## src/sv/hops_pkg.sv

```systemverilog
// Shared constants for the Hilbert-order point sorter.
package hops_pkg;
	localparam int DEF_COORD_BITS = 16;
	localparam int DEF_MAX_POINTS = 1024;
	localparam int XY_W           = 16;
	localparam int TAG_W          = 10;
	localparam int OUT_KEY_W      = 32;
endpackage

```

## src/sv/hops_keygen.sv

```systemverilog
// Iterative Skilling axes-to-transpose Hilbert key generator, one curve level per cycle.
module hops_keygen #(
	parameter int COORD_BITS = hops_pkg::DEF_COORD_BITS
) (
	input  logic                              clk,
	input  logic                              arst_n,
	input  logic                              start,
	input  logic [hops_pkg::XY_W-1:0]         raw_x,
	input  logic [hops_pkg::XY_W-1:0]         raw_y,
	output logic                              done,
	output logic [2*COORD_BITS-1:0]           key
);
	import hops_pkg::*;

	localparam int CB    = COORD_BITS;
	localparam int POS_W = $clog2(CB);

	logic [CB-1:0]    w0_q, w1_q;
	logic [POS_W-1:0] pos_q;
	logic             busy_q, fin_q, done_q;
	logic [2*CB-1:0]  key_q;
	logic [CB-1:0]    gx, gy, p, n0, n1, t1, f1, tf, f0, f1b;
	logic [2*CB-1:0]  key_d;

	// Offset by half range to an unsigned grid coordinate.
	always_comb begin
		logic [XY_W-1:0] ux, uy;
		logic [CB+XY_W-1:0] ex, ey;
		ux = raw_x ^ {1'b1, {(XY_W-1){1'b0}}};
		uy = raw_y ^ {1'b1, {(XY_W-1){1'b0}}};
		ex = {ux, {CB{1'b0}}};
		ey = {uy, {CB{1'b0}}};
		gx = ex[CB+XY_W-1 -: CB];
		gy = ey[CB+XY_W-1 -: CB];
	end

	// One level of the transform.
	always_comb begin
		p  = (CB'(1) << pos_q) - CB'(1);
		n0 = w0_q;
		n1 = w1_q;
		t1 = '0;
		if (n0[pos_q]) begin
			n0 = n0 ^ p;
		end
		if (n1[pos_q]) begin
			n0 = n0 ^ p;
		end else begin
			t1 = (n0 ^ n1) & p;
			n0 = n0 ^ t1;
			n1 = n1 ^ t1;
		end
	end

	// Gray encode and interleave, x word above y word at each level.
	always_comb begin
		f1 = w1_q ^ w0_q;
		for (int j = 0; j < CB; j++) begin
			tf[j] = ^(f1 >> (j + 1));
		end
		f0  = w0_q ^ tf;
		f1b = f1 ^ tf;
		for (int j = 0; j < CB; j++) begin
			key_d[2*j+1] = f0[j];
			key_d[2*j]   = f1b[j];
		end
	end

	always_ff @(posedge clk or negedge arst_n) begin
		if (!arst_n) begin
			busy_q <= 1'b0;
			fin_q  <= 1'b0;
			done_q <= 1'b0;
		end else begin
			done_q <= 1'b0;
			if (start) begin
				busy_q <= 1'b1;
				fin_q  <= 1'b0;
			end else if (busy_q && !fin_q) begin
				if (pos_q == POS_W'(1)) begin
					fin_q <= 1'b1;
				end
			end else if (fin_q) begin
				busy_q <= 1'b0;
				fin_q  <= 1'b0;
				done_q <= 1'b1;
			end
		end
	end

	always_ff @(posedge clk) begin
		if (start) begin
			w0_q  <= gx;
			w1_q  <= gy;
			pos_q <= POS_W'(CB - 1);
		end else if (busy_q && !fin_q) begin
			w0_q  <= n0;
			w1_q  <= n1;
			pos_q <= pos_q - POS_W'(1);
		end
		if (fin_q) begin
			key_q <= key_d;
		end
	end

	assign done = done_q;
	assign key  = key_q;
endmodule

```

## config.mk

```make
export PLATFORM = sky130hd
export DESIGN_NAME = hops_keygen
export DESIGN_NICKNAME = d
export VERILOG_FILES = /design/src/sv/hops_pkg.sv /design/src/sv/hops_keygen.sv
export SDC_FILE = /design/constraint.sdc
export NUM_CORES = 1
export LEC_CHECK = 0
export ABC_AREA = 1
export BUFFER_PORTS_ARGS = -buffer_cell sky130_fd_sc_hd__buf_4
export CAP_MARGIN = 20
export CORE_UTILIZATION = 40
export DETAILED_ROUTE_END_ITERATION = 8
export GPL_TIMING_DRIVEN = 0
export PLACE_DENSITY = 0.66
export SLEW_MARGIN = 20
export SYNTH_ARGS = -nofsm -noshare
export SYNTH_HDL_FRONTEND = slang
export SYNTH_SLANG_ARGS = --single-unit
```

## constraint.sdc

```tcl
create_clock -name clk -period 4.1 [get_ports clk]
set_input_delay 0.205 -clock clk [delete_from_list [all_inputs] [get_ports clk]]
set_output_delay 0.205 -clock clk [all_outputs]
set_load 0.05 [all_outputs]
```

## Yosys cells after proc, flatten, opt, wreduce, memory -nomap -nowiden

Cells that the tools add are included.

| storage, ports and cells | value |
|---|---|
| bits in registers | 71 |
| bits in latches | 0 |
| RAM bits | 0 |
| bits in read-only memories | 0 |
| input bits | 35 |
| output and inout bits | 33 |
| word-level logic and storage cells | 67 |
| memories | 0 |

| operators by class | value |
|---|---|
| add/sub/neg operators | 2 |
| multipliers | 0 |
| divide/modulo/power cells | 0 |
| magnitude comparators | 1 |
| equal/unequal tests | 4 |
| shifts and indexed selects | 1 |
| mux-type cells | 20 |
| bitwise gates (word level) | 11 |
| reductions and logical operators | 21 |

Operators by type and width:

| operator | number |
|---|---|
| $reduce_xor A16 Y1 | 15 |
| $mux W16 | 7 |
| $xor A16 B16 Y16 | 6 |
| $xor A16 B15 Y16 | 2 |
| $and A16 B16 Y16 | 1 |
| $shl A1 B4 Y16 const A | 1 |
| $sub A16 B2 Y16 const B | 1 |
| $mux W1 | 11 |
| $bmux W1 S4 | 2 |
| $lt A4 B5 Y1 const B | 1 |
| $eq A4 B1 Y1 const B | 1 |
| $ne A2 B2 Y1 const B | 2 |
| $reduce_and A2 Y1 | 2 |
| $reduce_bool A2 Y1 | 2 |
| $sub A4 B1 Y4 const B | 1 |
| $ne A3 B2 Y1 const B | 1 |
| $not A1 Y1 | 2 |
| $logic_and A1 B1 Y1 | 1 |
| $logic_not A1 Y1 | 1 |

## Depth between registers and ports, before layout

Gate-level depths: netlist of the first run.

| logic depth | value |
|---|---|
| word-level depth | 10 |
| depth in mapped cells | 19 |
| mapped depth without buffers | 17 |

## Worst setup path after synthesis of the first run

OpenSTA, ideal clock, no wires.

| path | value |
|---|---|
| kind | reg-to-reg |
| from | reg pos_q[0] |
| to | reg w1_q[0] (enable) |
| setup time | 0.411 ns |
| arrival time | 2.662 ns |
| required time | 3.689 ns |
| slack | 1.027 ns |
| stages on the path, launching flop included | 10 |
| path buffers | 3 |
| cells stage by stage | dfxtp_1 buf_2 buf_1 nand2_1 o211ai_1 nand3_1 nand3_1 nand2_1 buf_2 o21ai_0 |

| on the way | value |
|---|---|
| cells in the longest elaborated chain, start to end | 4 |

RTL lines:

| what | line | source |
|---|---|---|
| from (decl) | hops_keygen.sv:19 | `logic [POS_W-1:0] pos_q;` |
| from (signal assigned) | hops_keygen.sv:95 | `pos_q <= POS_W'(CB - 1);` |
| from (signal assigned) | hops_keygen.sv:99 | `pos_q <= pos_q - POS_W'(1);` |
| $bmux W1 S4 | hops_keygen.sv:46 | `if (n1[pos_q]) begin` |
| $mux W1 (implied by the code) | hops_keygen.sv:46 |  |
| $ne A2 B2 Y1 (no line) | -- |  |
| $reduce_and A2 Y1 (no line) | -- |  |
| to (signal assigned) | hops_keygen.sv:94 | `w1_q <= gy;` |
| to (signal assigned) | hops_keygen.sv:98 | `w1_q <= n1;` |
| to (decl) | hops_keygen.sv:18 | `logic [CB-1:0] w0_q, w1_q;` |

Every way passes these cells. The select of a mux whose other input is x is not followed.
A chain may end at the register's enable or synchronous reset.

## Worst setup path after layout of the first run

| path | value |
|---|---|
| from | reg pos_q[0] |
| to | reg w1_q[6] (data pin) |

| on the way | value |
|---|---|
| cells in the longest elaborated chain, start to end | 10 |
| elaborated cells between the ends (all ways) | 12 |
| those cells by class | 1 x add/sub; 1 x shift; 6 x mux; 4 x bitwise |

RTL lines:

| what | line | source |
|---|---|---|
| $shl A1 B4 Y16 | hops_keygen.sv:39 | `p = (CB'(1) << pos_q) - CB'(1);` |
| $sub A16 B2 Y16 | hops_keygen.sv:39 |  |
| $xor A16 B16 Y16 | hops_keygen.sv:44 | `n0 = n0 ^ p;` |
| $mux W16 | hops_keygen.sv:43 | `if (n0[pos_q]) begin` |
| $xor A16 B16 Y16 | hops_keygen.sv:49 | `t1 = (n0 ^ n1) & p;` |
| $and A16 B16 Y16 * | hops_keygen.sv:49 |  |
| $xor A16 B16 Y16 * | hops_keygen.sv:51 | `n1 = n1 ^ t1;` |
| $mux W16 * | hops_keygen.sv:46 |  |
| $mux W16 * | hops_keygen.sv:96 | `end else if (busy_q && !fin_q) begin` |
| $mux W16 * | hops_keygen.sv:92 | `if (start) begin` |

Every way passes the cells marked *; elsewhere a longest branch is shown, timed or not. The select of a mux whose other input is x is not followed.

==> impl_metrics.py, run 1 <==
metrics = {
    "finish": {
        "area_growth_pct": 18.4,
        "final_util": 0.487,
        "n_fill_cell": 1361,
        "drive_above_1_share": 0.124,
        "antenna_cells": 0,
        "stdcell_count": 1024,
        "final_net_count": 884,
    },
    "timing": {
        "setup-violations-final": 0,
        "slew_viol_final": 0,
        "fin_crit_ns": 3.25,
        "tightest_slew_ns": 0.914,
        "hold_violations": 0,
        "max_freq_ghz": 0.308,
        "fin_crit_sh": 0.792,
        "rsz0062_at_grt": "no",
        "maxSlewHeadroom": 0.390,
        "fin_skew_ns": 0.00867,
        "setup_ws_ns": 0.851,
        "finalSetupTns_ns": 0,
    },
    "setup_path": {
        "reg2reg_slack_ns": 0.85,
        "cp_top_family": "simple AND/OR/NAND/NOR gates",
        "cp_slowest_stage_delay_ns": 0.38,
        "crit_path_cell_trace": "buf_2, inv_2, buf_2, ha_1, nand3_1, ha_1, nand3_1, nor2_1, nand2_1, nand2_1, nand3_1, nand2_1, inv_1, o21ai_0, nand2_1",
        "worstReg2RegEnd": "w1_q[6]$_DFFE_PP_",
        "cp_max_fo": 12,
        "cpMostUsedCell": "nand2_1",
        "r2r-start": "pos_q[0]$_SDFFE_PP1P_",
        "critPathCaptureType": "flop",
        "worst_r2r_path_depth": 15,
        "start_kind": "flop",
        "worst_ep_required_time_ns": 4.20,
        "cp_data_arrival_time_ns": 3.35,
        "crit_type": "reg2reg",
        "cpMaxStageDelayCell": "dfxtp_1",
        "crit_buf_inv": 4,
    },
    "place": {
        "placed_cells": 1007,
        "post-place-ws_ns": 0.868,
        "portBuffers": 66,
        "hpwlAfterDp_mm": 11.6,
        "gp_congestion": 0.918,
    },
    "synth": {
        "synth.top_cells.by_area": "edfxtp_1 (35%), nand2_1 (21%), nand3_1 (9.0%), xor2_1 (7.4%), inv_1 (5.5%)",
        "synthAdderAreaFrac": 0.0137,
        "syn_area_sq_um": 5470,
        "synth.net_count": 805,
        "synthSimpleGateAreaFrac": 0.358,
        "yosysTopAreaCell": "edfxtp_1",
        "ys_warn_count": 0,
        "ys_seq_area_frac": 0.380,
        "synth-edff-count": 64,
        "synth.most_common_cell": "nand2_1",
        "synth_top_family_by_area": "simple AND/OR/NAND/NOR gates",
        "synth.ff_latch_count": 71,
        "synth_cell_types": 28,
        "synth_cells": 764,
        "synth_compound_area_frac": 0.0398,
        "synth_top_area_frac": 0.352,
        "synthXorXnorAreaFrac": 0.135,
        "synthMuxAreaShare": 0,
        "synthFlopType": "edfxtp_1",
        "ys_async_sr_fraction": 0.0423,
        "ys_top_cells_by_count": "nand2_1 (306), nand3_1 (98), inv_1 (80)",
        "avgSynthCellArea_sq_um": 7.16,
    },
    "die": {
        "core-area_sq_um": 13300,
        "ios": 68,
        "die_x_um": 119,
        "initial_core_util": 0.411,
        "die_h_um": 119,
        "fp-row-count": 42,
        "die_area_sq_um": 14100,
    },
    "global_route": {
        "grt_pass1_vias": 4798,
        "grt_overflow_total": 0,
        "grtUsageTotal": 0.229,
        "grt_max_degree": 34,
        "grt_pass1_wl_mm": 24.5,
        "grt_antenna_before_repair": 0,
    },
    "drt": {
        "wl_per_cell_um": 15.0,
        "ant_nets": 0,
        "vias_per_cell": 5.04,
        "via_count": 5166,
        "firstDrtPassIters": 5,
        "drc": 0,
        "drtIter0Drc": 377,
        "finalWirelength_mm": 15.3,
    },
    "min_path": {
        "whs_endpoint": "w1_q[14]$_DFFE_PP_",
        "min-delay-start": "raw_y[14]",
        "min_path_cells": 3,
        "hold_class": "in2reg",
    },
    "clock_network": {
        "numCtsBuffers": 9,
        "cts_tree": "built",
        "h-tree-depth": 3,
        "post_cts_buffers": 0,
        "cts.sinks": 71,
        "insertion_delay_ns": 0.35,
        "root_buffer": "clkbuf_16",
        "clk_path_buf_depth": 2,
        "cts.clk_slew.worst_paths_ns": 0.06,
    },
    "run": {
        "drv_cap": 0,
    },
    "outcome": {
        "status": "completed",
    },
}
-- cell families after synthesis --
logic type | after synthesis
compound gates | 40
xor+xnor | 79
fa+ha+maj | 6
buf+inv | 104
flops | 71
simple gates | 464
-- layer usage --
layer	track usage	routed length, um	share of wire	vias to the layer above
met2	0.363	6870	0.45	195
met3	0.0369	1100	0.071	29
li1	-	-	-	2600
met1	0.304	6930	0.45	2342
met4	0.112	420	0.027	0
met5	0	0	0	-
-- worst max path at each step --
stage | start | endpoint | cells past startpoint
after floorplan | pos_q[0]$_SDFFE_PP1P_ | w1_q[0]$_DFFE_PP_ | 9
after global placement | pos_q[0]$_SDFFE_PP1P_ | w1_q[15]$_DFFE_PP_ | 9
after detailed placement | pos_q[0]$_SDFFE_PP1P_ | w1_q[6]$_DFFE_PP_ | 15
after CTS | pos_q[0]$_SDFFE_PP1P_ | w1_q[6]$_DFFE_PP_ | 15
after global routing | pos_q[0]$_SDFFE_PP1P_ | w1_q[6]$_DFFE_PP_ | 15
final | pos_q[0]$_SDFFE_PP1P_ | w1_q[6]$_DFFE_PP_ | 15
-- state kept, by name, indices dropped and copies added (netlist names) --
register / flops
busy_q: 1
pos_q: 4
w0_q: 16
key: 32
fin_q: 1
done: 1
w1_q: 16
-- through the flow --
| step | area, sq um | hold WS, ns |
|---|---|---|
| detailed placement | 6200 | -0.00191 |
| finish | 6470 | 0.122 |
| CTS | 6470 | 0.120 |
| global route | 6470 | 0.133 |
| floorplan | 5470 | -0.0906 |
| global placement | 6180 | -0.00186 |
-- layout by cell type, fill, tap and decap left out, types with 4 or more instances in the layout --
cell and count:
xor2_1 46, buf_2 12, xnor2_1 30, ha_1 6, o21ai_0 22, clkbuf_1 11, edfxtp_1 64, clkbuf_16 9
buf_4 66, nor2_1 32, o211ai_1 6, dfxtp_1 4, nand3b_1 11, inv_1 80, a21oi_1 8, nand2_1 306
nand2_2 4, nand3_1 98, nand4_1 7
-- cell type report --
cell class              instances  area (sq um)  share of cell area
multi-input cells             589          2990               0.462
repair buffers                 68           520              0.0804
plain buffers                  23           101              0.0157
flip-flops and latches         71          2080               0.321
clock inverters                 5          25.0             0.00387
clock buffers                  11           233              0.0360
well taps                     176           220              0.0340
inverters                      81           304              0.0470
-- timing repair --
action	4_1_cts	5_1_grt
hold buffers	1	0
resized for setup	0	0
endpoints found under the hold margin	3	0
-- worst min-delay path, stage by stage --
cell     delay [ns]
buf_4          0.07
nand2_1        0.04
nand2_1        0.05
Power of run 1 is left out: the tool's default activity adds up to more than one toggle a clock period on the data nets, which glitch-free logic cannot reach.
==> inputs of run 2 (changes only) <==
--- a/config.mk
+++ b/config.mk
@@ -11,7 +11,7 @@
 export CORE_UTILIZATION = 40
 export DETAILED_ROUTE_END_ITERATION = 8
 export GPL_TIMING_DRIVEN = 0
-export PLACE_DENSITY = 0.66
+export PLACE_DENSITY = 0.68
 export SLEW_MARGIN = 20
 export SYNTH_ARGS = -nofsm -noshare
 export SYNTH_HDL_FRONTEND = slang
==> constraint.sdc (replaced) <==
create_clock -name clk -period 2.8 [get_ports clk]
set_input_delay 0.14 -clock clk [delete_from_list [all_inputs] [get_ports clk]]
set_output_delay 0.14 -clock clk [all_outputs]
set_load 0.05 [all_outputs]
==> run 2 against run 1 <==
Against the previous run: register-to-register slack lost 0.68 ns; fmax rose by 24%; final cell count unchanged; first-iteration DRC count increased by 6.1%; routed wire length grew 0.29%; clock skew shrank 0.0019 ns; critical endpoint is now w1_q[12]$_DFFE_PP_.
==> impl_metrics.py, run 2 (synthesized netlist as in run 1, its figures left out) <==
metrics = {
    "die": {
        "fp-row-count": 42,
        "ios": 68,
        "die_h_um": 119,
        "initial_core_util": 0.411,
        "die_area_sq_um": 14100,
        "die_x_um": 119,
        "core-area_sq_um": 13300,
    },
    "drt": {
        "drtIter0Drc": 400,
        "wl_per_cell_um": 15.0,
        "via_count": 5181,
        "drc": 0,
        "firstDrtPassIters": 5,
        "vias_per_cell": 5.06,
        "finalWirelength_mm": 15.4,
        "ant_nets": 0,
    },
    "finish": {
        "final_common_cell": "nand2_1",
        "final_util": 0.505,
        "area_growth_pct": 22.8,
        "largest_reg_flops": 32,
        "final_net_count": 884,
        "stdcell_count": 1024,
        "drive_above_1_share": 0.152,
        "final_cell_mix": "nand2_1 (305), nand3_1 (90), inv_1 (80), buf_4 (68), edfxtp_1 (64)",
        "final_area_sq_um": 6710,
        "antenna_cells": 0,
    },
    "timing": {
        "hold_violations": 0,
        "slew_viol_final": 0,
        "fin_crit_ns": 2.63,
        "setup-violations-final": 0,
        "max_freq_ghz": 0.380,
        "maxSlewHeadroom": 0.386,
        "tightest_slew_ns": 0.919,
        "setup_ws_ns": 0.171,
        "fin_crit_sh": 0.939,
        "fin_skew_ns": 0.00682,
    },
    "outcome": {
        "status": "completed",
    },
    "run": {
        "drv_cap": 0,
    },
    "setup_path": {
        "critPathCaptureType": "flop",
        "cp_data_arrival_time_ns": 2.70,
        "worst_ep_required_time_ns": 2.88,
        "cp_max_fo": 12,
        "start_kind": "flop",
        "crit_type": "reg2reg",
    },
    "global_route": {
        "grtUsageTotal": 0.224,
        "grt_overflow_total": 0,
        "grt_pass1_vias": 4745,
        "grt_pass1_wl_mm": 24.1,
        "grt_antenna_before_repair": 0,
        "grt_max_degree": 34,
    },
    "place": {
        "placed_cell_area_sq_um": 6200,
        "hpwlAfterDp_mm": 11.5,
        "placed_cells": 1007,
        "gp_congestion": 0.946,
        "post-place-ws_ns": -0.420,
        "portBuffers": 66,
    },
    "clock_network": {
        "h-tree-depth": 3,
        "insertion_delay_ns": 0.35,
        "cts_tree": "built",
        "numCtsBuffers": 9,
        "cts.clk_slew.worst_paths_ns": 0.06,
        "clk_path_buf_depth": 2,
        "root_buffer": "clkbuf_16",
        "cts.sinks": 71,
    },
    "min_path": {
        "hold_class": "in2reg",
    },
}
-- run 2: metal layers --
metal	vias to the layer above	share of wire	track usage
met5	-	0	0
met4	0	0.025	0.0981
met3	31	0.075	0.0417
met2	202	0.46	0.367
met1	2339	0.44	0.287
li1	2609	-	-
-- run 2: area by class of cell --
| type | instances | area (sq um) |
|---|---|---|
| inverters | 81 | 307 |
| flip-flops and latches | 71 | 2080 |
| repair buffers | 69 | 528 |
| clock buffers | 9 | 225 |
| plain buffers | 22 | 114 |
| multi-input cells | 589 | 3120 |
| fillers | 1284 | 6580 |
| well taps | 176 | 220 |
| clock inverters | 7 | 119 |
-- run 2: worst paths after layout --
kind                                             from                  to  slack [ns]  depth (start not counted)
worst max-delay path            pos_q[1]$_SDFFE_PP1P_  w1_q[12]$_DFFE_PP_        0.17                         14
worst min-delay path                        raw_y[11]  w1_q[11]$_DFFE_PP_        0.06                          3
worst max register to register  pos_q[1]$_SDFFE_PP1P_  w1_q[12]$_DFFE_PP_        0.17                         14
worst min register to register     busy_q$_DFFE_PN0P_   fin_q$_DFFE_PN0P_        0.66                          2
max in group asynchronous                      arst_n   fin_q$_DFFE_PN0P_        2.58                          2
min in group asynchronous                      arst_n   fin_q$_DFFE_PN0P_        0.11                          2
-- run 2: timing repair --
action | in CTS | in global routing
gates resized for setup | 16 | 20
setup buffers | 0 | 1
hold buffers | 1 | 0
endpoints found under the hold margin | 3 | 0
pin swaps | 1 | 1
endpoints found under the setup margin | 41 | 37
-- run 2: through the flow --
step | hold WS, ns | setup TNS, ns
3_3_place_gp | -0.0659 | -23.15
2_1_floorplan | -0.156 | 0
5_1_grt | 0.0721 | -0.00491
3_5_place_dp | -0.0649 | -7.28
6_report | 0.0565 | 0
4_1_cts | 0.0562 | 0
-- run 2: critical path, stage by stage, from the launching register on --
cell and delay [ns]:
dfxtp_2 0.36, buf_6 0.15, inv_1 0.06, clkbuf_4 0.22, ha_2 0.25, nand3_2 0.15
ha_4 0.19, nand2_1 0.05, nor2_1 0.21, nand3_1 0.12, nand2_1 0.06, nand2_1 0.12
nand2_1 0.16, xor2_1 0.17, o21ai_0 0.09
Power of run 2 is left out for the same reason.
